**src/rtl/i2cbs_pkg.sv**
```systemverilog
// Package for the I2C master bit sequencer.
// It holds the command codes, sequencer phases, configuration indexes and the
// transaction types. It has no dependencies.
`default_nettype none
package i2cbs_pkg;

    localparam int UNIT_COUNTER_BITS = 10;
    localparam int UNIT_TICKS_W      = 10;
    localparam int POLL_W            = 8;
    localparam int BYTE_W            = 8;
    localparam int CFG_INDEX_W       = 1;
    localparam int CFG_DATA_W        = 10;

    localparam logic [UNIT_TICKS_W-1:0] UNIT_TICKS_RESET     = UNIT_TICKS_W'(100);
    localparam logic [POLL_W-1:0]       ACK_POLL_LIMIT_RESET = POLL_W'(250);

    localparam logic [CFG_INDEX_W-1:0] CFG_UNIT_TICKS     = CFG_INDEX_W'(0);
    localparam logic [CFG_INDEX_W-1:0] CFG_ACK_POLL_LIMIT = CFG_INDEX_W'(1);

    typedef enum logic [2:0] {
        ACT_NONE     = 3'd0,
        ACT_START    = 3'd1,
        ACT_STOP     = 3'd2,
        ACT_WRITE    = 3'd3,
        ACT_WAIT_ACK = 3'd4,
        ACT_READ     = 3'd5
    } action_t;

    typedef enum logic [4:0] {
        PH_IDLE = 5'd0,
        PH_ST_A = 5'd1,
        PH_ST_B = 5'd2,
        PH_SP_A = 5'd3,
        PH_SP_B = 5'd4,
        PH_WR_D = 5'd5,
        PH_WR_H = 5'd6,
        PH_WR_L = 5'd7,
        PH_WA_A = 5'd8,
        PH_WA_H = 5'd9,
        PH_WA_P = 5'd10,
        PH_RD_L = 5'd11,
        PH_RD_H = 5'd12,
        PH_AK_A = 5'd13,
        PH_AK_H = 5'd14
    } phase_t;

    typedef struct packed {
        action_t            cmd;
        logic [BYTE_W-1:0]  tx_byte;
        logic               send_ack;
        logic               sda_in;
    } tick_t;

    typedef struct packed {
        logic               scl_level;
        logic               sda_level;
        logic               sda_drive;
        logic               busy_res;
        logic               done_res;
        logic               ack_failed;
        logic [BYTE_W-1:0]  rx_byte;
    } line_t;

endpackage
`default_nettype wire

```
**src/rtl/i2cbs_if.sv**
```systemverilog
// Channel interfaces of the I2C master bit sequencer.
// One carries input ticks, the other the resulting line levels; no dependencies.
`default_nettype none
interface i2cbs_tick_if;
    logic       valid;
    logic       ready;
    logic [2:0] action;
    logic [7:0] tx_byte;
    logic       send_ack;
    logic       sda_in;

    modport source (output valid, action, tx_byte, send_ack, sda_in, input ready);
    modport sink   (input valid, action, tx_byte, send_ack, sda_in, output ready);
endinterface

interface i2cbs_line_if;
    logic       valid;
    logic       ready;
    logic       scl_level;
    logic       sda_level;
    logic       sda_drive;
    logic       busy_res;
    logic       done_res;
    logic       ack_failed;
    logic [7:0] rx_byte;

    modport source (output valid, scl_level, sda_level, sda_drive, busy_res, done_res,
                    ack_failed, rx_byte, input ready);
    modport sink   (input valid, scl_level, sda_level, sda_drive, busy_res, done_res,
                    ack_failed, rx_byte, output ready);
endinterface
`default_nettype wire

```
**src/rtl/i2cbs_front.sv**
```systemverilog
// Front end: accepts tick transactions, classifies the action code and holds
// them in a two-entry queue. Depends on i2cbs_pkg and i2cbs_tick_if.
`default_nettype none
module i2cbs_front (
    input  wire logic           clk,
    input  wire logic           rst_n,
    i2cbs_tick_if.sink          tick,
    output i2cbs_pkg::tick_t    q_data,
    output logic                q_valid,
    input  wire logic           q_pop
);
    import i2cbs_pkg::*;

    tick_t      entry_reg [2];
    logic       wr_ptr_reg, wr_ptr_next;
    logic       rd_ptr_reg, rd_ptr_next;
    logic [1:0] count_reg, count_next;
    tick_t      classified;
    logic       push;

    always_comb
    begin
        classified.tx_byte  = tick.tx_byte;
        classified.send_ack = tick.send_ack;
        classified.sda_in   = tick.sda_in;
        if (tick.action <= ACT_READ)
        begin
            classified.cmd = action_t'(tick.action);
        end
        else
        begin
            classified.cmd = ACT_NONE;
        end
    end

    assign tick.ready = (count_reg != 2'd2);
    assign push       = tick.valid && tick.ready;
    assign q_valid    = (count_reg != 2'd0);
    assign q_data     = entry_reg[rd_ptr_reg];

    always_comb
    begin
        wr_ptr_next = push ? ~wr_ptr_reg : wr_ptr_reg;
        rd_ptr_next = q_pop ? ~rd_ptr_reg : rd_ptr_reg;
        count_next  = count_reg + 2'(push) - 2'(q_pop);
    end

    always_ff @(posedge clk or negedge rst_n)
    begin
        if (!rst_n)
        begin
            wr_ptr_reg <= 1'b0;
            rd_ptr_reg <= 1'b0;
            count_reg  <= 2'd0;
        end
        else
        begin
            wr_ptr_reg <= wr_ptr_next;
            rd_ptr_reg <= rd_ptr_next;
            count_reg  <= count_next;
        end
    end

    always_ff @(posedge clk)
    begin
        if (push)
        begin
            entry_reg[wr_ptr_reg] <= classified;
        end
    end

endmodule
`default_nettype wire

```
**src/rtl/i2cbs_back.sv**
```systemverilog
// Back end: the line sequencer state machine, configuration registers and the
// output register. It runs one queued tick per step. Depends on i2cbs_pkg.
`default_nettype none
module i2cbs_back (
    input  wire logic                               clk,
    input  wire logic                               rst_n,
    input  wire logic                               cfg_we,
    input  wire logic [i2cbs_pkg::CFG_INDEX_W-1:0]  cfg_index,
    input  wire logic [i2cbs_pkg::CFG_DATA_W-1:0]   cfg_wdata,
    input  wire i2cbs_pkg::tick_t                   q_data,
    input  wire logic                               q_valid,
    output logic                                    q_pop,
    i2cbs_line_if.source                            line
);
    import i2cbs_pkg::*;

    phase_t                       phase_reg, phase_next;
    logic [2:0]                   bit_index_reg, bit_index_next;
    logic [BYTE_W-1:0]            shift_reg, shift_next;
    logic [UNIT_COUNTER_BITS-1:0] unit_cnt_reg, unit_cnt_next;
    logic [2:0]                   units_left_reg, units_left_next;
    logic [POLL_W-1:0]            poll_reg, poll_next;
    logic                         ack_choice_reg, ack_choice_next;
    logic                         scl_reg, scl_next;
    logic                         sda_reg, sda_next;
    logic                         drive_reg, drive_next;
    logic [BYTE_W-1:0]            rx_hold_reg, rx_hold_next;
    logic                         fail_pending_reg, fail_pending_next;
    logic [UNIT_TICKS_W-1:0]      unit_ticks_reg;
    logic [POLL_W-1:0]            poll_limit_reg;
    logic                         out_valid_reg, out_valid_next;
    line_t                        out_reg, result;

    logic                         step;
    logic                         done_now;
    logic                         fail_now;
    logic [UNIT_TICKS_W-1:0]      ut_eff;
    logic [UNIT_COUNTER_BITS-1:0] cnt_inc;
    logic                         unit_hit;
    logic [2:0]                   units_dec;

    assign step    = q_valid && (!out_valid_reg || line.ready);
    assign q_pop   = step;
    assign ut_eff  = (unit_ticks_reg == '0) ? UNIT_TICKS_W'(1) : unit_ticks_reg;
    assign cnt_inc = unit_cnt_reg + UNIT_COUNTER_BITS'(1);
    assign unit_hit  = (17'(cnt_inc) >= 17'(ut_eff)) || (cnt_inc == '0);
    assign units_dec = (units_left_reg != 3'd0) ? units_left_reg - 3'd1 : 3'd0;

    always_comb
    begin
        phase_next        = phase_reg;
        bit_index_next    = bit_index_reg;
        shift_next        = shift_reg;
        unit_cnt_next     = unit_cnt_reg;
        units_left_next   = units_left_reg;
        poll_next         = poll_reg;
        ack_choice_next   = ack_choice_reg;
        scl_next          = scl_reg;
        sda_next          = sda_reg;
        drive_next        = drive_reg;
        rx_hold_next      = rx_hold_reg;
        fail_pending_next = fail_pending_reg;
        done_now          = 1'b0;
        fail_now          = 1'b0;

        if (step)
        begin
            if (phase_reg == PH_IDLE)
            begin
                bit_index_next    = 3'd0;
                poll_next         = '0;
                fail_pending_next = 1'b0;
                unique case (q_data.cmd)
                    ACT_START:
                    begin
                        scl_next = 1'b1; sda_next = 1'b1; drive_next = 1'b1;
                        phase_next = PH_ST_A; units_left_next = 3'd4; unit_cnt_next = '0;
                    end
                    ACT_STOP:
                    begin
                        scl_next = 1'b0; sda_next = 1'b0; drive_next = 1'b1;
                        phase_next = PH_SP_A; units_left_next = 3'd4; unit_cnt_next = '0;
                    end
                    ACT_WRITE:
                    begin
                        scl_next   = 1'b0;
                        drive_next = 1'b1;
                        sda_next   = q_data.tx_byte[BYTE_W-1];
                        shift_next = {q_data.tx_byte[BYTE_W-2:0], 1'b0};
                        phase_next = PH_WR_D; units_left_next = 3'd2; unit_cnt_next = '0;
                    end
                    ACT_WAIT_ACK:
                    begin
                        drive_next = 1'b0; sda_next = 1'b1;
                        phase_next = PH_WA_A; units_left_next = 3'd1; unit_cnt_next = '0;
                    end
                    ACT_READ:
                    begin
                        drive_next = 1'b0; sda_next = 1'b1; scl_next = 1'b0;
                        shift_next      = '0;
                        ack_choice_next = q_data.send_ack;
                        phase_next = PH_RD_L; units_left_next = 3'd2; unit_cnt_next = '0;
                    end
                    default:
                    begin
                    end
                endcase
            end
            else if (!unit_hit)
            begin
                unit_cnt_next = cnt_inc;
            end
            else
            begin
                unit_cnt_next   = '0;
                units_left_next = units_dec;
                if (units_dec == 3'd0)
                begin
                    unique case (phase_reg)
                        PH_ST_A:
                        begin
                            sda_next = 1'b0;
                            phase_next = PH_ST_B; units_left_next = 3'd4;
                        end
                        PH_ST_B:
                        begin
                            scl_next = 1'b0;
                            phase_next = PH_IDLE; done_now = 1'b1;
                        end
                        PH_SP_A:
                        begin
                            scl_next = 1'b1; sda_next = 1'b1;
                            phase_next = PH_SP_B; units_left_next = 3'd4;
                        end
                        PH_SP_B:
                        begin
                            phase_next = PH_IDLE; done_now = 1'b1;
                            fail_now = fail_pending_reg;
                            fail_pending_next = 1'b0;
                        end
                        PH_WR_D:
                        begin
                            scl_next = 1'b1;
                            phase_next = PH_WR_H; units_left_next = 3'd2;
                        end
                        PH_WR_H:
                        begin
                            scl_next = 1'b0;
                            phase_next = PH_WR_L; units_left_next = 3'd2;
                        end
                        PH_WR_L:
                        begin
                            if (bit_index_reg == 3'd7)
                            begin
                                phase_next = PH_IDLE; done_now = 1'b1;
                            end
                            else
                            begin
                                bit_index_next = bit_index_reg + 3'd1;
                                sda_next   = shift_reg[BYTE_W-1];
                                shift_next = {shift_reg[BYTE_W-2:0], 1'b0};
                                phase_next = PH_WR_D; units_left_next = 3'd2;
                            end
                        end
                        PH_WA_A:
                        begin
                            scl_next = 1'b1;
                            phase_next = PH_WA_H; units_left_next = 3'd1;
                        end
                        PH_WA_H, PH_WA_P:
                        begin
                            if (!q_data.sda_in)
                            begin
                                scl_next = 1'b0;
                                phase_next = PH_IDLE; done_now = 1'b1;
                            end
                            else if (poll_reg >= poll_limit_reg)
                            begin
                                fail_pending_next = 1'b1;
                                scl_next = 1'b0; sda_next = 1'b0; drive_next = 1'b1;
                                phase_next = PH_SP_A; units_left_next = 3'd4;
                            end
                            else
                            begin
                                poll_next  = poll_reg + POLL_W'(1);
                                phase_next = PH_WA_P; units_left_next = 3'd1;
                            end
                        end
                        PH_RD_L:
                        begin
                            scl_next = 1'b1;
                            phase_next = PH_RD_H; units_left_next = 3'd1;
                        end
                        PH_RD_H:
                        begin
                            shift_next = {shift_reg[BYTE_W-2:0], q_data.sda_in};
                            scl_next   = 1'b0;
                            if (bit_index_reg == 3'd7)
                            begin
                                drive_next = 1'b1;
                                sda_next   = !ack_choice_reg;
                                phase_next = PH_AK_A; units_left_next = 3'd2;
                            end
                            else
                            begin
                                bit_index_next = bit_index_reg + 3'd1;
                                phase_next = PH_RD_L; units_left_next = 3'd2;
                            end
                        end
                        PH_AK_A:
                        begin
                            scl_next = 1'b1;
                            phase_next = PH_AK_H; units_left_next = 3'd2;
                        end
                        PH_AK_H:
                        begin
                            scl_next     = 1'b0;
                            rx_hold_next = shift_reg;
                            phase_next   = PH_IDLE; done_now = 1'b1;
                        end
                        default:
                        begin
                            phase_next = PH_IDLE; done_now = 1'b1;
                        end
                    endcase
                    if (phase_next == PH_IDLE)
                    begin
                        units_left_next = 3'd0;
                    end
                end
            end
        end

        result.scl_level  = scl_next;
        result.sda_level  = drive_next ? sda_next : 1'b1;
        result.sda_drive  = drive_next;
        result.busy_res   = (phase_next != PH_IDLE);
        result.done_res   = done_now;
        result.ack_failed = fail_now;
        result.rx_byte    = rx_hold_next;

        out_valid_next = step || (out_valid_reg && !line.ready);
    end

    always_ff @(posedge clk or negedge rst_n)
    begin
        if (!rst_n)
        begin
            phase_reg <= PH_IDLE;
        end
        else
        begin
            phase_reg <= phase_next;
        end
    end

    always_ff @(posedge clk or negedge rst_n)
    begin
        if (!rst_n)
        begin
            bit_index_reg    <= 3'd0;
            shift_reg        <= '0;
            unit_cnt_reg     <= '0;
            units_left_reg   <= 3'd0;
            poll_reg         <= '0;
            ack_choice_reg   <= 1'b0;
            scl_reg          <= 1'b1;
            sda_reg          <= 1'b1;
            drive_reg        <= 1'b1;
            rx_hold_reg      <= '0;
            fail_pending_reg <= 1'b0;
            unit_ticks_reg   <= UNIT_TICKS_RESET;
            poll_limit_reg   <= ACK_POLL_LIMIT_RESET;
            out_valid_reg    <= 1'b0;
        end
        else
        begin
            bit_index_reg    <= bit_index_next;
            shift_reg        <= shift_next;
            unit_cnt_reg     <= unit_cnt_next;
            units_left_reg   <= units_left_next;
            poll_reg         <= poll_next;
            ack_choice_reg   <= ack_choice_next;
            scl_reg          <= scl_next;
            sda_reg          <= sda_next;
            drive_reg        <= drive_next;
            rx_hold_reg      <= rx_hold_next;
            fail_pending_reg <= fail_pending_next;
            out_valid_reg    <= out_valid_next;
            if (cfg_we && cfg_index == CFG_UNIT_TICKS)
            begin
                unit_ticks_reg <= cfg_wdata[UNIT_TICKS_W-1:0];
            end
            if (cfg_we && cfg_index == CFG_ACK_POLL_LIMIT)
            begin
                poll_limit_reg <= cfg_wdata[POLL_W-1:0];
            end
        end
    end

    always_ff @(posedge clk)
    begin
        if (step)
        begin
            out_reg <= result;
        end
    end

    assign line.valid      = out_valid_reg;
    assign line.scl_level  = out_reg.scl_level;
    assign line.sda_level  = out_reg.sda_level;
    assign line.sda_drive  = out_reg.sda_drive;
    assign line.busy_res   = out_reg.busy_res;
    assign line.done_res   = out_reg.done_res;
    assign line.ack_failed = out_reg.ack_failed;
    assign line.rx_byte    = out_reg.rx_byte;

endmodule
`default_nettype wire

```
**src/rtl/i2c_master_bit_sequencer.sv**
```systemverilog
// I2C master bit sequencer, top level.
// Depends on i2cbs_pkg, i2cbs_if, i2cbs_front and i2cbs_back.
//
// Each transaction on the tick channel is one tick of the bit sequencer. It
// carries the sampled SDA level and an action (start, stop, write byte, wait
// for ACK, read byte), which is taken only while no command is in progress.
// Every tick yields exactly one transaction on the line channel with the SCL
// level, the SDA level and output enable, busy, a one-tick done pulse, the
// ACK failure flag and the last received byte.
// Line timing is counted in delay units of unit_ticks ticks (register 0).
// The ACK wait polls SDA once per unit and issues a stop on the first
// high poll after ack_poll_limit high polls (register 1). Write registers
// only while idle. One tick is accepted every cycle while the queue has
// room. A tick enters a two-entry queue and, once popped, its result is
// registered in the output register. When the receiver stalls, the result
// is held, the queue fills, and the tick channel accepts at most two more
// ticks before it drops ready. Reset leaves SCL high, SDA high and driven,
// the sequencer idle, the queue empty and both registers at 100 and 250.
`default_nettype none
module i2c_master_bit_sequencer (
    input  wire logic                               clk,
    input  wire logic                               rst_n,
    input  wire logic                               cfg_we,
    input  wire logic [i2cbs_pkg::CFG_INDEX_W-1:0]  cfg_index,
    input  wire logic [i2cbs_pkg::CFG_DATA_W-1:0]   cfg_wdata,
    i2cbs_tick_if.sink                              tick,
    i2cbs_line_if.source                            line
);
    import i2cbs_pkg::*;

    tick_t q_data;
    logic  q_valid;
    logic  q_pop;

    i2cbs_front u_front (
        .clk     (clk),
        .rst_n   (rst_n),
        .tick    (tick),
        .q_data  (q_data),
        .q_valid (q_valid),
        .q_pop   (q_pop)
    );

    i2cbs_back u_back (
        .clk       (clk),
        .rst_n     (rst_n),
        .cfg_we    (cfg_we),
        .cfg_index (cfg_index),
        .cfg_wdata (cfg_wdata),
        .q_data    (q_data),
        .q_valid   (q_valid),
        .q_pop     (q_pop),
        .line      (line)
    );

    a_done_not_busy: assert property (@(posedge clk) disable iff (!rst_n)
        line.valid && line.done_res |-> !line.busy_res)
        else $error("Done reported while a command is still in progress.");

    a_fail_with_done: assert property (@(posedge clk) disable iff (!rst_n)
        line.valid && line.ack_failed |-> line.done_res && line.sda_drive)
        else $error("ACK failure reported without a completed stop.");

    a_released_reads_high: assert property (@(posedge clk) disable iff (!rst_n)
        line.valid && !line.sda_drive |-> line.sda_level)
        else $error("Released SDA must read high.");

    a_pop_needs_entry: assert property (@(posedge clk) disable iff (!rst_n)
        q_pop |-> q_valid)
        else $error("Sequencer stepped without a queued tick.");

endmodule
`default_nettype wire

```
**src/flat_wrapper.sv**
```systemverilog
// flat-port wrapper written by rule: the top's interface ports become plain ports
module i2c_master_bit_sequencer_flat import i2cbs_pkg::*;
  (clk, rst_n, cfg_we, cfg_index, cfg_wdata, tick_valid, tick_action, tick_tx_byte, tick_send_ack, tick_sda_in, tick_ready, line_valid, line_scl_level, line_sda_level, line_sda_drive, line_busy_res, line_done_res, line_ack_failed, line_rx_byte, line_ready);
  i2cbs_tick_if tick_i ();
  i2cbs_line_if line_i ();
  input  wire logic clk;
  input  wire logic rst_n;
  input  wire logic cfg_we;
  input  wire logic [i2cbs_pkg::CFG_INDEX_W-1:0] cfg_index;
  input  wire logic [i2cbs_pkg::CFG_DATA_W-1:0] cfg_wdata;
  input wire logic [$bits(tick_i.valid)-1:0] tick_valid;
  input wire logic [$bits(tick_i.action)-1:0] tick_action;
  input wire logic [$bits(tick_i.tx_byte)-1:0] tick_tx_byte;
  input wire logic [$bits(tick_i.send_ack)-1:0] tick_send_ack;
  input wire logic [$bits(tick_i.sda_in)-1:0] tick_sda_in;
  output wire logic [$bits(tick_i.ready)-1:0] tick_ready;
  output wire logic [$bits(line_i.valid)-1:0] line_valid;
  output wire logic [$bits(line_i.scl_level)-1:0] line_scl_level;
  output wire logic [$bits(line_i.sda_level)-1:0] line_sda_level;
  output wire logic [$bits(line_i.sda_drive)-1:0] line_sda_drive;
  output wire logic [$bits(line_i.busy_res)-1:0] line_busy_res;
  output wire logic [$bits(line_i.done_res)-1:0] line_done_res;
  output wire logic [$bits(line_i.ack_failed)-1:0] line_ack_failed;
  output wire logic [$bits(line_i.rx_byte)-1:0] line_rx_byte;
  input wire logic [$bits(line_i.ready)-1:0] line_ready;
  assign tick_i.valid = tick_valid;
  assign tick_i.action = tick_action;
  assign tick_i.tx_byte = tick_tx_byte;
  assign tick_i.send_ack = tick_send_ack;
  assign tick_i.sda_in = tick_sda_in;
  assign tick_ready = tick_i.ready;
  assign line_valid = line_i.valid;
  assign line_scl_level = line_i.scl_level;
  assign line_sda_level = line_i.sda_level;
  assign line_sda_drive = line_i.sda_drive;
  assign line_busy_res = line_i.busy_res;
  assign line_done_res = line_i.done_res;
  assign line_ack_failed = line_i.ack_failed;
  assign line_rx_byte = line_i.rx_byte;
  assign line_i.ready = line_ready;
  i2c_master_bit_sequencer u_core (.clk(clk), .rst_n(rst_n), .cfg_we(cfg_we), .cfg_index(cfg_index), .cfg_wdata(cfg_wdata), .tick(tick_i), .line(line_i));
endmodule
```
**config.mk**
```make
export PLATFORM = sky130hd
export DESIGN_NAME = i2c_master_bit_sequencer_flat
export DESIGN_NICKNAME = d
export VERILOG_FILES = /design/src/rtl/i2cbs_pkg.sv /design/src/rtl/i2cbs_if.sv /design/src/rtl/i2cbs_front.sv /design/src/rtl/i2cbs_back.sv /design/src/rtl/i2c_master_bit_sequencer.sv /design/src/flat_wrapper.sv
export SDC_FILE = /design/constraint.sdc
export NUM_CORES = 1
export LEC_CHECK = 0
export BUFFER_PORTS_ARGS = -buffer_cell sky130_fd_sc_hd__buf_2
export CELL_PAD_IN_SITES_DETAIL_PLACEMENT = 1
export CELL_PAD_IN_SITES_GLOBAL_PLACEMENT = 2
export CORE_ASPECT_RATIO = 0.5
export CORE_UTILIZATION = 35
export DETAILED_ROUTE_END_ITERATION = 10
export PLACE_DENSITY_LB_ADDON = 0.1
export SKIP_CTS_REPAIR_TIMING = 1
export SLEW_MARGIN = 25
export SYNTH_ARGS = -nofsm -noshare
export SYNTH_HDL_FRONTEND = slang
export SYNTH_SLANG_ARGS = --single-unit
```
**constraint.sdc**
```tcl
create_clock -name clk -period 3.43 [get_ports clk]
set_input_delay 0.686 -clock clk [delete_from_list [all_inputs] [get_ports clk]]
set_output_delay 0.686 -clock clk [all_outputs]
set_load 0.01 [all_outputs]
```
# Yosys cells after proc, flatten, opt, wreduce, memory -nomap -nowiden
# Memories as Yosys holds them, arrays and structs flattened.
# Index checks and enable logic that the tools add are counted.
# totals
mem_bits_rw	26
ff_bits	87
in_bits	29
memories	1
out_inout_bits	16
wordCells	209
# classes
n_lt_le_gt_ge	3
n_reduce_logical	50
bitwise	6
eq_ne	29
add_sub_neg	6
muxes	89
# mem_list
memory	depth	width	rd	rd_clocked_by_memory_dff	write_ports	line	source
u_core.u_front.entry_reg	2	13	1	0	1	i2cbs_front.sv:14	tick_t entry_reg [2];
# op_table
operator	n
two-way mux 8 bit	15
two-way mux 3 bit	16
two-way mux 10 bit	4
two-way mux 5 bit	8
case mux 4 bit (10 select lines)	1
== test 5 x 4 -> 1 bit, second input constant	7
case mux 8 bit (2 select lines)	2
two-way mux 1 bit	30
case mux 5 bit (5 select lines)	1
== test 5 x 3 -> 1 bit, second input constant	4
zero test 10 bit	2
AND reduction 6 bit	3
case mux 3 bit (5 select lines)	1
OR reduction 2 bit	7
nonzero test 2 bit	6
OR reduction 3 bit	4
OR reduction 4 bit	3
adder 10 x 1 -> 10 bit, second input constant	1
== test 5 x 2 -> 1 bit, second input constant	2
greater-or-equal comparator 10 bit	1
zero test 5 bit	2
OR reduction 5 bit	2
== test 3 bit, second input constant	3
!= test 3 bit, second input constant	3
other kinds (29)	55

# Logic depth before layout (Yosys ltp)
# Gate-level depths: netlist (run 1).
# depth
depth_word	13
depth_mapped	15
depth_no_buf	12

# By module
# Synthesis (run 1) repeated with hierarchy kept, for this count alone.
# hier_totals
hier_cells	567
hier_area_um2	5980.7
# modules_own_cells
module	area_per_inst_um2	cells_per_inst	seq_area_each_um2	instances
i2cbs_back	4830.9	507	2162.1	1
i2cbs_front	1149.9	60	880.8	1

# Least setup slack after synthesis (run 1)
# OpenSTA, ideal clock, no wires.
# synth_path
kind	reg2reg
startpoint	reg u_core.u_back.unit_cnt_reg[0]
endpoint	reg u_core.u_back.out_reg, in the netlist u_core.u_back.line.busy_res, data pin
setup_slack_ns	-0.012
stages_incl_launch_ff	12
setup_time_ns	0.272
synth_period_minus_slack_ns	3.442
arrival_time_ns	3.171
path_buffers	1
required_time_ns	3.158
path_cell_list	dfrtp_1 > ha_1 > clkbuf_1 > nand3_1 > xnor2_1 > ha_1 > a22o_1 > o41ai_1 > a21oi_1 > nor2_2 > mux2_2 > or4_1
# synth_lines
element	line	source
start, declared	i2cbs_back.sv:20	logic [UNIT_COUNTER_BITS-1:0] unit_cnt_reg, unit_cnt_next;
start signal, assigned	i2cbs_back.sv:280	unit_cnt_reg <= unit_cnt_next;
end signal, assigned	i2cbs_back.sv:305	out_reg <= result;
end, declared	i2cbs_back.sv:32	line_t out_reg, result;

==> key figures, run 1 <==
Global routing
  • First-pass GRT wire length: 25960 µm
  • Largest net degree at the start of global routing: 57
  • GRT Residual Overflow: 0
  • Initial antenna violation count: 0
  • Met2 GRT Util: 29.99%
  • Global route hottest layer: met2
  • Met1 GRT Util: 27.03%
  • Met3 Use GR: 4.385%
  • Overall Global Routing Usage: 19.36%
  • Vias in the first global route: 4625

Drt
  • ANT nets after route: 0
  • Initial DRC count: 149
  • Vias: 4590
  • Avg WL per Cell: 18.36 µm
  • Drt drc: 0
  • Routed wire length: 16070 µm
  • Vias/cell: 5.246
  • 1st-pass router iterations: 4

Worst setup path
  • CP max-delay cell: or4_1
  • Reg2Reg Depth: 13
  • WP buf/inv: 1
  • Crit path max fanout: 6
  • Worst r2r src: u_core.u_back.unit_cnt_reg[2]$_DFFE_PN0P_
  • Largest stage delay on the critical path: 0.52 ns
  • Crit start category: register
  • WP data arrival: 3.44 ns
  • Crit. End Element: register
  • Reg2reg setup slack: 0.14 ns
  • CP Depth: 13
  • RR Endpoint: u_core.u_back.line.busy_res$_DFFE_PP_
  • CP Class: register to register
  • CP endpoint: u_core.u_back.line.busy_res$_DFFE_PP_
  • Critical path launch point: u_core.u_back.unit_cnt_reg[2]$_DFFE_PN0P_
  • Crit path max-delay family: simple AND/OR/NAND/NOR gates
  • Crit path required time: 3.58 ns
  • Cell Chain, Critical Path: and4_4 -> and2_2 -> nand3_1 -> xnor2_2 -> ha_4 -> nand4_1 -> a21oi_1 -> o41ai_2 -> buf_4 -> a21oi_4 -> nor2_4 -> a221o_1 -> or4_1

Synth
  • Largest family of logic cells by synthesized area: compound AO/OA/AOI/OAI gates
  • Simple-Gate Fraction of Synth Area: 13.66%
  • Top-area cell type share of the netlist area: 25.36%
  • XOR/XNOR Fraction of Synth Area: 2.037%
  • Asr flop ratio synth: 64.60%
  • Compound-Gate Fraction of Synth Area: 16.30%
  • Synth Warn #: 0
  • Syn avg cell area: 10.79 µm²
  • Adder-Cell Fraction of Synth Area: 4.990%
  • Predominant post-synthesis flop cell: dfrtp_1
  • Yosys reg bits: 113
  • Synthesized cell area: 0.006018 mm²
  • Mux contribution to synthesized area: 8.607%
  • Post-synth EDFFs: 40
  • Register area share after synthesis: 50.56%
  • Cells after Synth: 558
  • Synthesized net count: 611
  • Synth unique cells: 74
  • Synth top area cells: dfrtp_1 (25%), edfxtp_1 (20%), mux2_2 (5.4%)
  • Top cell type by total area after synthesis: dfrtp_1

Finish
  • # nets final: 688
  • Synth-to-Final Area Change: 22.35%
  • Post-route cell area: 0.007363 mm²
  • Ant. Diodes: 0
  • Layout cells sized above 1: 29.32%
  • Largest register FFs: 26

Timing
  • Slew @ Worst Pin: 0.7704 ns
  • Setup Skew: 0.01031 ns
  • Setup TNS: 0 ns
  • Hold Fails Final Rpt: 0
  • Min Clock Period, post-route: 3.294 ns
  • Slew headroom: 48.64%
  • Final Cycle Share: 96.02%
  • Fmax: 303.6 MHz
  • Setup violators final: 0
  • Pins Over Slew Limit: 0

Job
  • Max-cap violations: 0

Place
  • DP Area: 0.006724 mm²
  • Port Buf Inserts: 44
  • Final Wtd Congestion: 0.8099
  • DP HPWL: 11610 µm

Status
  • Status: finished clean

Power
  • Peak VDD IR: 396.0 µV
  • Leak pwr: 3.199 nW
  • Cell Pwr Density: 764.9 mW/mm²

Floorplanning
  • Die height: 94.73 µm
  • Die area: 0.01776 mm²
  • Die width: 187.4 µm
  • I/O pin cnt: 45
  • Cell row count: 33
  • Core ar.: 0.01660 mm²
  • Initial Util: 36.26%

CTS
  • Root buf cell: clkbuf_16
  • CTS tree: yes
  • Clock Sinks: 113
  • Clock Tree Buf Depth: 2
  • Clock-pin transition on the worst setup and hold timing paths: 0.06 ns
  • Later-pin clock latency in the skew report: 0.42 ns
  • H-tree Lvls: 4
  • Num CTS Buffers: 17

Hold path
  • Worst hold path class: input pin to asynchronous set/reset pin
==> cells in the final DEF (no fill, tap or decap), types with 4 or more instances in the layout <==
master,n
nand4_1,5
o31ai_1,5
buf_2,43
and2_1,4
o211ai_1,5
nor3_1,6
dfrtp_1,61
nor2b_1,8
clkinv_2,4
mux2_2,29
nand3_1,14
nand2_1,49
o21ai_0,40
a22o_1,9
o22ai_1,5
clkbuf_16,17
or3_1,6
mux2i_1,18
edfxtp_1,40
and3_1,4
buf_4,42
clkinvlp_4,5
inv_1,28
nand2b_1,7
nor2_1,31
a21oi_1,36
dfstp_2,12
xnor2_1,10
ha_1,22
==> Yosys cell counts (5+ instances only) <==
cell and instances:
o22ai_1 5, edfxtp_1 40, nand4_1 5, ha_1 24, inv_1 28, o211ai_1 5
a21oi_1 38, mux2_2 29, nor2_1 31, nor3_1 6, o21ai_0 40, clkbuf_1 21
nand3_1 14, and2_1 5, nand2_1 49, a22o_1 9, or3_1 6, nand2b_1 7
dfrtp_1 61, o31ai_1 5, xnor2_1 13, nor2b_1 8, dfstp_2 12, mux2i_1 18
==> metal layers <==
layer | vias up | routed length, µm
li1 | 2212 | -
met1 | 2294 | 8163
met2 | 71 | 7213
met3 | 13 | 529
met4 | 0 | 159
met5 | - | 0
==> worst register-to-register path, cell delays in order (launching register included) <==
cell and delay, ns:
dfrtp_1 0.38, and4_4 0.24, and2_2 0.15, nand3_1 0.12, xnor2_2 0.18, ha_4 0.30, nand4_1 0.08, a21oi_1 0.15
o41ai_2 0.09, buf_4 0.16, a21oi_4 0.20, nor2_4 0.08, a221o_1 0.37, or4_1 0.52
==> metrics by stage <==
step | hold WS, ns | total power [mW] | util [%] | worst slack (ns) | std cells
3_3_place_gp | 0.4811 | 3.937 | 40.51 | 0.06739 | 842
4_1_cts | 0.3551 | 5.653 | 43.80 | -0.009262 | 874
5_1_grt | 0.3698 | 6.013 | 44.36 | -0.01051 | 875
6_report | 0.3366 | 5.632 | 44.36 | 0.1364 | 875
3_5_place_dp | 0.4860 | 3.952 | 40.51 | -0.003608 | 842
2_1_floorplan | 0.3904 | 3.227 | - | 0.03191 | 558
==> report_power, final <==
group / switching, mW / internal (mW) / total (mW)
Sequential: 0.239 / 1.73 / 1.97
Combinational: 1.19 / 0.810 / 2.00
Clock: 0.670 / 0.994 / 1.66
==> logic make-up (layout without fill, tap and decap cells) <==
group                    count (synthesis)  in the layout
AND/OR/NAND/NOR                        158            158
AO/OA/AOI/OAI                          145            145
flip-flops                             113            113
buffers and inverters                   56            146
multiplexers                            48             48
adder cells (fa/ha/maj)                 24             24
XOR/XNOR                                14             14
==> final cells by class <==
class / instances / area [µm²]
timing repair buffer: 86 / 550.5
sequential: 113 / 3043
clock buffer: 19 / 432.9
inverter: 28 / 105.1
clock inverter: 13 / 113.9
tap: 227 / 284.0
multi-input combinational: 389 / 2834
fill: 1847 / 9235
==> worst min-delay path by stage <==
stage                                                          end  cells after the start
after floorplan           u_core.u_back.ack_choice_reg$_DFFE_PN0P_                      0
after global placement      u_core.u_back.rx_hold_reg[4]$_DFF_PN0_                      1
after detailed placement    u_core.u_back.rx_hold_reg[2]$_DFF_PN0_                      1
after CTS                   u_core.u_back.rx_hold_reg[7]$_DFF_PN0_                      1
after global routing        u_core.u_back.shift_reg[7]$_DFFE_PN0P_                      1
final                       u_core.u_back.shift_reg[7]$_DFFE_PN0P_                      1
No activity file was read; power rests on OpenSTA's default activity.
==> run 2, diff against run 1 <==
--- a/config.mk
+++ b/config.mk
@@ -5,12 +5,13 @@
 export SDC_FILE = /design/constraint.sdc
 export NUM_CORES = 1
 export LEC_CHECK = 0
-export BUFFER_PORTS_ARGS = -buffer_cell sky130_fd_sc_hd__buf_2
+export ABC_AREA = 1
 export CELL_PAD_IN_SITES_DETAIL_PLACEMENT = 1
 export CELL_PAD_IN_SITES_GLOBAL_PLACEMENT = 2
 export CORE_ASPECT_RATIO = 0.5
 export CORE_UTILIZATION = 35
 export DETAILED_ROUTE_END_ITERATION = 10
+export DONT_BUFFER_PORTS = 1
 export PLACE_DENSITY_LB_ADDON = 0.1
 export SKIP_CTS_REPAIR_TIMING = 1
 export SLEW_MARGIN = 25
==> run 2 against run 1 <==
Compared with the run above:
- sequential power increased by 10%
- non-clock buffer count down 71
- largest cell class unchanged
- worst hold slack worse by 0.22 ns
- register-to-register slack improved by 0.19 ns
- critical path type unchanged
- sequential share of layout area increased by 1.7 points
- largest power group unchanged
==> key figures, run 2 <==
Finish
  • Largest register FFs: 26 (unchanged)
  • Synth-to-Final Area Change: 15.75%
  • Layout cells sized above 1: 13.64% (-16 points)
  • Commonest non-fill, non-tap cells in the layout: nand2_1 (190), inv_1 (95), nor2_1 (65)
  • Ant. Diodes: 0 (unchanged)
  • Util after Layout: 42.30% (-2.1 points)
  • FILL cells: 1994 (+8.0%)
  • # nets final: 795 (+16%)
  • Non-filler instance count after layout: 982 (+12%)
  • Most common cell after layout, fill and taps aside: nand2_1

Worst setup path
  • Worst r2r src: u_core.u_back.unit_cnt_reg[0]$_DFFE_PN0P_
  • CP Class: register to register
  • Critical path launch point: u_core.u_back.unit_cnt_reg[0]$_DFFE_PN0P_
  • Crit path max fanout: 16 (+10)
  • WP data arrival: 3.26 ns (-0.18 ns)
  • Crit start category: register
  • Crit path required time: 3.59 ns (about the same)
  • Crit. End Element: register

Timing
  • Worst setup margin: 0.3265 ns (+0.1900 ns)
  • Pins Over Slew Limit: 0 (unchanged)
  • Final Cycle Share: 90.48% (-5.5 points)
  • Setup violators final: 0 (unchanged)
  • Slew headroom: 57.47% (+8.8 points)
  • Fmax: 322.2 MHz (+6.1%)
  • Hold Fails Final Rpt: 0 (unchanged)
  • RSZ-0062 raised after global routing: false
  • Slew @ Worst Pin: 0.6340 ns (-0.1364 ns)
  • Setup Skew: 0.01329 ns (+0.002979 ns)
  • Min Clock Period, post-route: 3.104 ns (-0.1900 ns)
  • Setup TNS: 0 ns (unchanged)

CTS
  • CTS tree: yes
  • Clock Sinks: 113 (unchanged)
  • Later-pin clock latency in the skew report: 0.42 ns (about the same)
  • H-tree Lvls: 4 (unchanged)
  • Clock Tree Buf Depth: 2 (unchanged)
  • Clock-pin transition on the worst setup and hold timing paths: 0.06 ns (about the same)
  • Root buf cell: clkbuf_16
  • Num CTS Buffers: 17 (unchanged)

Drt
  • 1st-pass router iterations: 4 (unchanged)
  • Avg WL per Cell: 16.88 µm (-8.0%)
  • Drt drc: 0 (unchanged)
  • ANT nets after route: 0 (unchanged)
  • Vias/cell: 4.933 (-6.0%)
  • Routed wire length: 16580 µm (+3.2%)
  • Vias: 4844 (+5.5%)
  • Initial DRC count: 204 (+37%)

Global routing
  • Overall Global Routing Usage: 19.80% (+0.44 points)
  • Initial antenna violation count: 0 (unchanged)
  • Vias in the first global route: 5098 (+10%)
  • First-pass GRT wire length: 26860 µm (+3.5%)
  • GRT Residual Overflow: 0 (unchanged)
  • Largest net degree at the start of global routing: 74 (+30%)

Synth
  • Predominant post-synthesis flop cell: dfrtp_1
  • Simple-Gate Fraction of Synth Area: 24.75% (+11 points)
  • Top cell type by total area after synthesis: dfrtp_1
  • Mux contribution to synthesized area: 0% (-8.6 points)
  • Synth cell count leaders: nand2_1 (190), inv_1 (95), nor2_1 (65)
  • Post-synth EDFFs: 40 (unchanged)
  • XOR/XNOR Fraction of Synth Area: 1.290% (-0.75 points)
  • Compound-Gate Fraction of Synth Area: 11.79% (-4.5 points)
  • Yosys reg bits: 113 (unchanged)
  • Syn avg cell area: 8.464 µm² (-22%)
  • Adder-Cell Fraction of Synth Area: 4.914% (-0.076 points)
  • Largest family of logic cells by synthesized area: simple AND/OR/NAND/NOR gates
  • Synth unique cells: 45 (-39%)
  • Count leader, synth: nand2_1
  • Synthesized cell area: 0.006111 mm² (+1.5%)
  • Synth Warn #: 0 (unchanged)
  • Asr flop ratio synth: 64.60% (unchanged)
  • Register area share after synthesis: 49.80% (-0.77 points)
  • Synth top area cells: dfrtp_1 (25%), edfxtp_1 (20%), nand2_1 (12%)
  • Synthesized net count: 775 (+27%)
  • Top-area cell type share of the netlist area: 24.98% (-0.38 points)
  • Cells after Synth: 722 (+29%)

Status
  • Status: finished clean

Power
  • Peak VDD IR: 411.0 µV (+3.8%)
  • Sequential share of power: 34.5% (-0.5 points)
  • Switch Pwr: 2.559 mW (+22%)
  • Int Power: 3.733 mW (+5.5%)
  • Sw frac: 40.67% (+3.5 points)
  • Leak pwr: 3.373 nW (+5.4%)
  • Share of power burned in the clock network: 29.4% (about the same)
  • Logic pwr share: 36.1% (+0.7 points)
  • Cell Pwr Density: 889.6 mW/mm² (+16%)

Hold path
  • Worst hold path class: input pin to asynchronous set/reset pin

Place
  • Number of cells after detailed placement: 949 (+13%)
  • DP HPWL: 11950 µm (+2.9%)
  • Placement Setup Slack: 0.2514 ns (+0.2550 ns)
  • Final Wtd Congestion: 0.8918 (+10%)
  • Port Buf Inserts: 0 (-100%)

Floorplanning
  • Initial Util: 36.54% (+0.29 points)
  • Cell row count: 33 (unchanged)
  • Die height: 95.44 µm (+0.75%)
  • Core ar.: 0.01672 mm² (+0.75%)
  • Die width: 188.9 µm (+0.76%)
  • Die area: 0.01802 mm² (+1.5%)
  • I/O pin cnt: 45 (unchanged)

Job
  • Max-cap violations: 0 (unchanged)
## run 2: cell count changes in the layout (fill, tap and decap cells not counted), moves of 8 or more
| cell | before | now |
|---|---|---|
| mux2i_1 | 18 | 0 |
| nor2_1 | 31 | 65 |
| o21ai_2 | 1 | 11 |
| a21oi_1 | 36 | 23 |
| buf_4 | 42 | 14 |
| nand2_2 | 0 | 8 |
| nor2b_1 | 8 | 0 |
| inv_1 | 28 | 95 |
| buf_2 | 43 | 0 |
| nand2_1 | 49 | 190 |
| nand3_1 | 14 | 37 |
| a22o_1 | 9 | 0 |
| o21ai_0 | 40 | 53 |
| mux2_2 | 29 | 0 |
## run 2: final timing paths
check                                                                    to  slack, ns  cells past startpoint
worst max-delay path                u_core.u_back.line.rx_byte[5]$_DFFE_PP_       0.33                     19
worst min-delay path            u_core.u_back.poll_limit_reg[4]$_DFFE_PN1P_       0.11                      0
worst max register to register      u_core.u_back.line.rx_byte[5]$_DFFE_PP_       0.33                     19
worst min register to register       u_core.u_back.rx_hold_reg[7]$_DFF_PN0_       0.47                      2
max in group asynchronous            u_core.u_back.shift_reg[1]$_DFFE_PN0P_       2.98                      1
min in group clk                   u_core.u_front.entry_reg[1][6]$_DFFE_PP_       0.36                      0
## run 2: routing by layer
metal / global-route usage, % / wire length, µm
met5: 0 / 0
met1: 25.40 / 8195
met2: 32.60 / 7478
met4: 6.048 / 227
met3: 5.705 / 678
## run 2: critical path, cell delays in order (launching register included)
cell      delay, ns
dfrtp_2        0.42
ha_1           0.25
nand2_2        0.11
nor2_4         0.14
nand3_1        0.10
nand2_2        0.09
inv_2          0.04
ha_1           0.27
nand2_1        0.09
nor2_1         0.17
o211ai_1       0.11
nand3_1        0.10
nor2_1         0.05
buf_4          0.18
nand2_4        0.13
nand2_4        0.07
nor2_4         0.13
nand2_4        0.17
nand2_1        0.13
o21ai_2        0.07
## run 2: cell type report
cell class	instances	area, µm²	share of cell area (%)
multi-input combinational	492	2618	37.01
sequential	113	3044	43.04
clock inverter	14	178.9	2.530
tap	227	284.0	4.016
timing repair buffer	15	132.6	1.875
inverter	103	386.6	5.466
clock buffer	18	429.2	6.068
## run 2: cell families (layout without fill, tap and decap cells)
family	count (synthesis)	after routing
flip-flops	113	113
XOR/XNOR	9	9
AO/OA/AOI/OAI	122	122
buffers and inverters	117	150
adder cells (fa/ha/maj)	24	24
AND/OR/NAND/NOR	337	337
## run 2: metrics by stage
stage	area, µm²	power [mW]	hold slack (ns)
after floorplan	6111	3.727	0.3904
after global placement	6431	4.429	0.3943
after detailed placement	6431	4.468	0.3945
after CTS	7039	6.359	-0.06107
after global routing	7073	6.761	0.08675
final	7073	6.292	0.1119
## run 2: power by group through the flow
stage                     Clock [mW]  Sequential [mW]  Combinational (mW)
final                           1.85             2.17                2.27
after global routing            1.95             2.23                2.59
after CTS                       1.89             2.18                2.29
after detailed placement           0             2.20                2.27
after global placement             0             2.20                2.23
after floorplan                    0             2.08                1.65
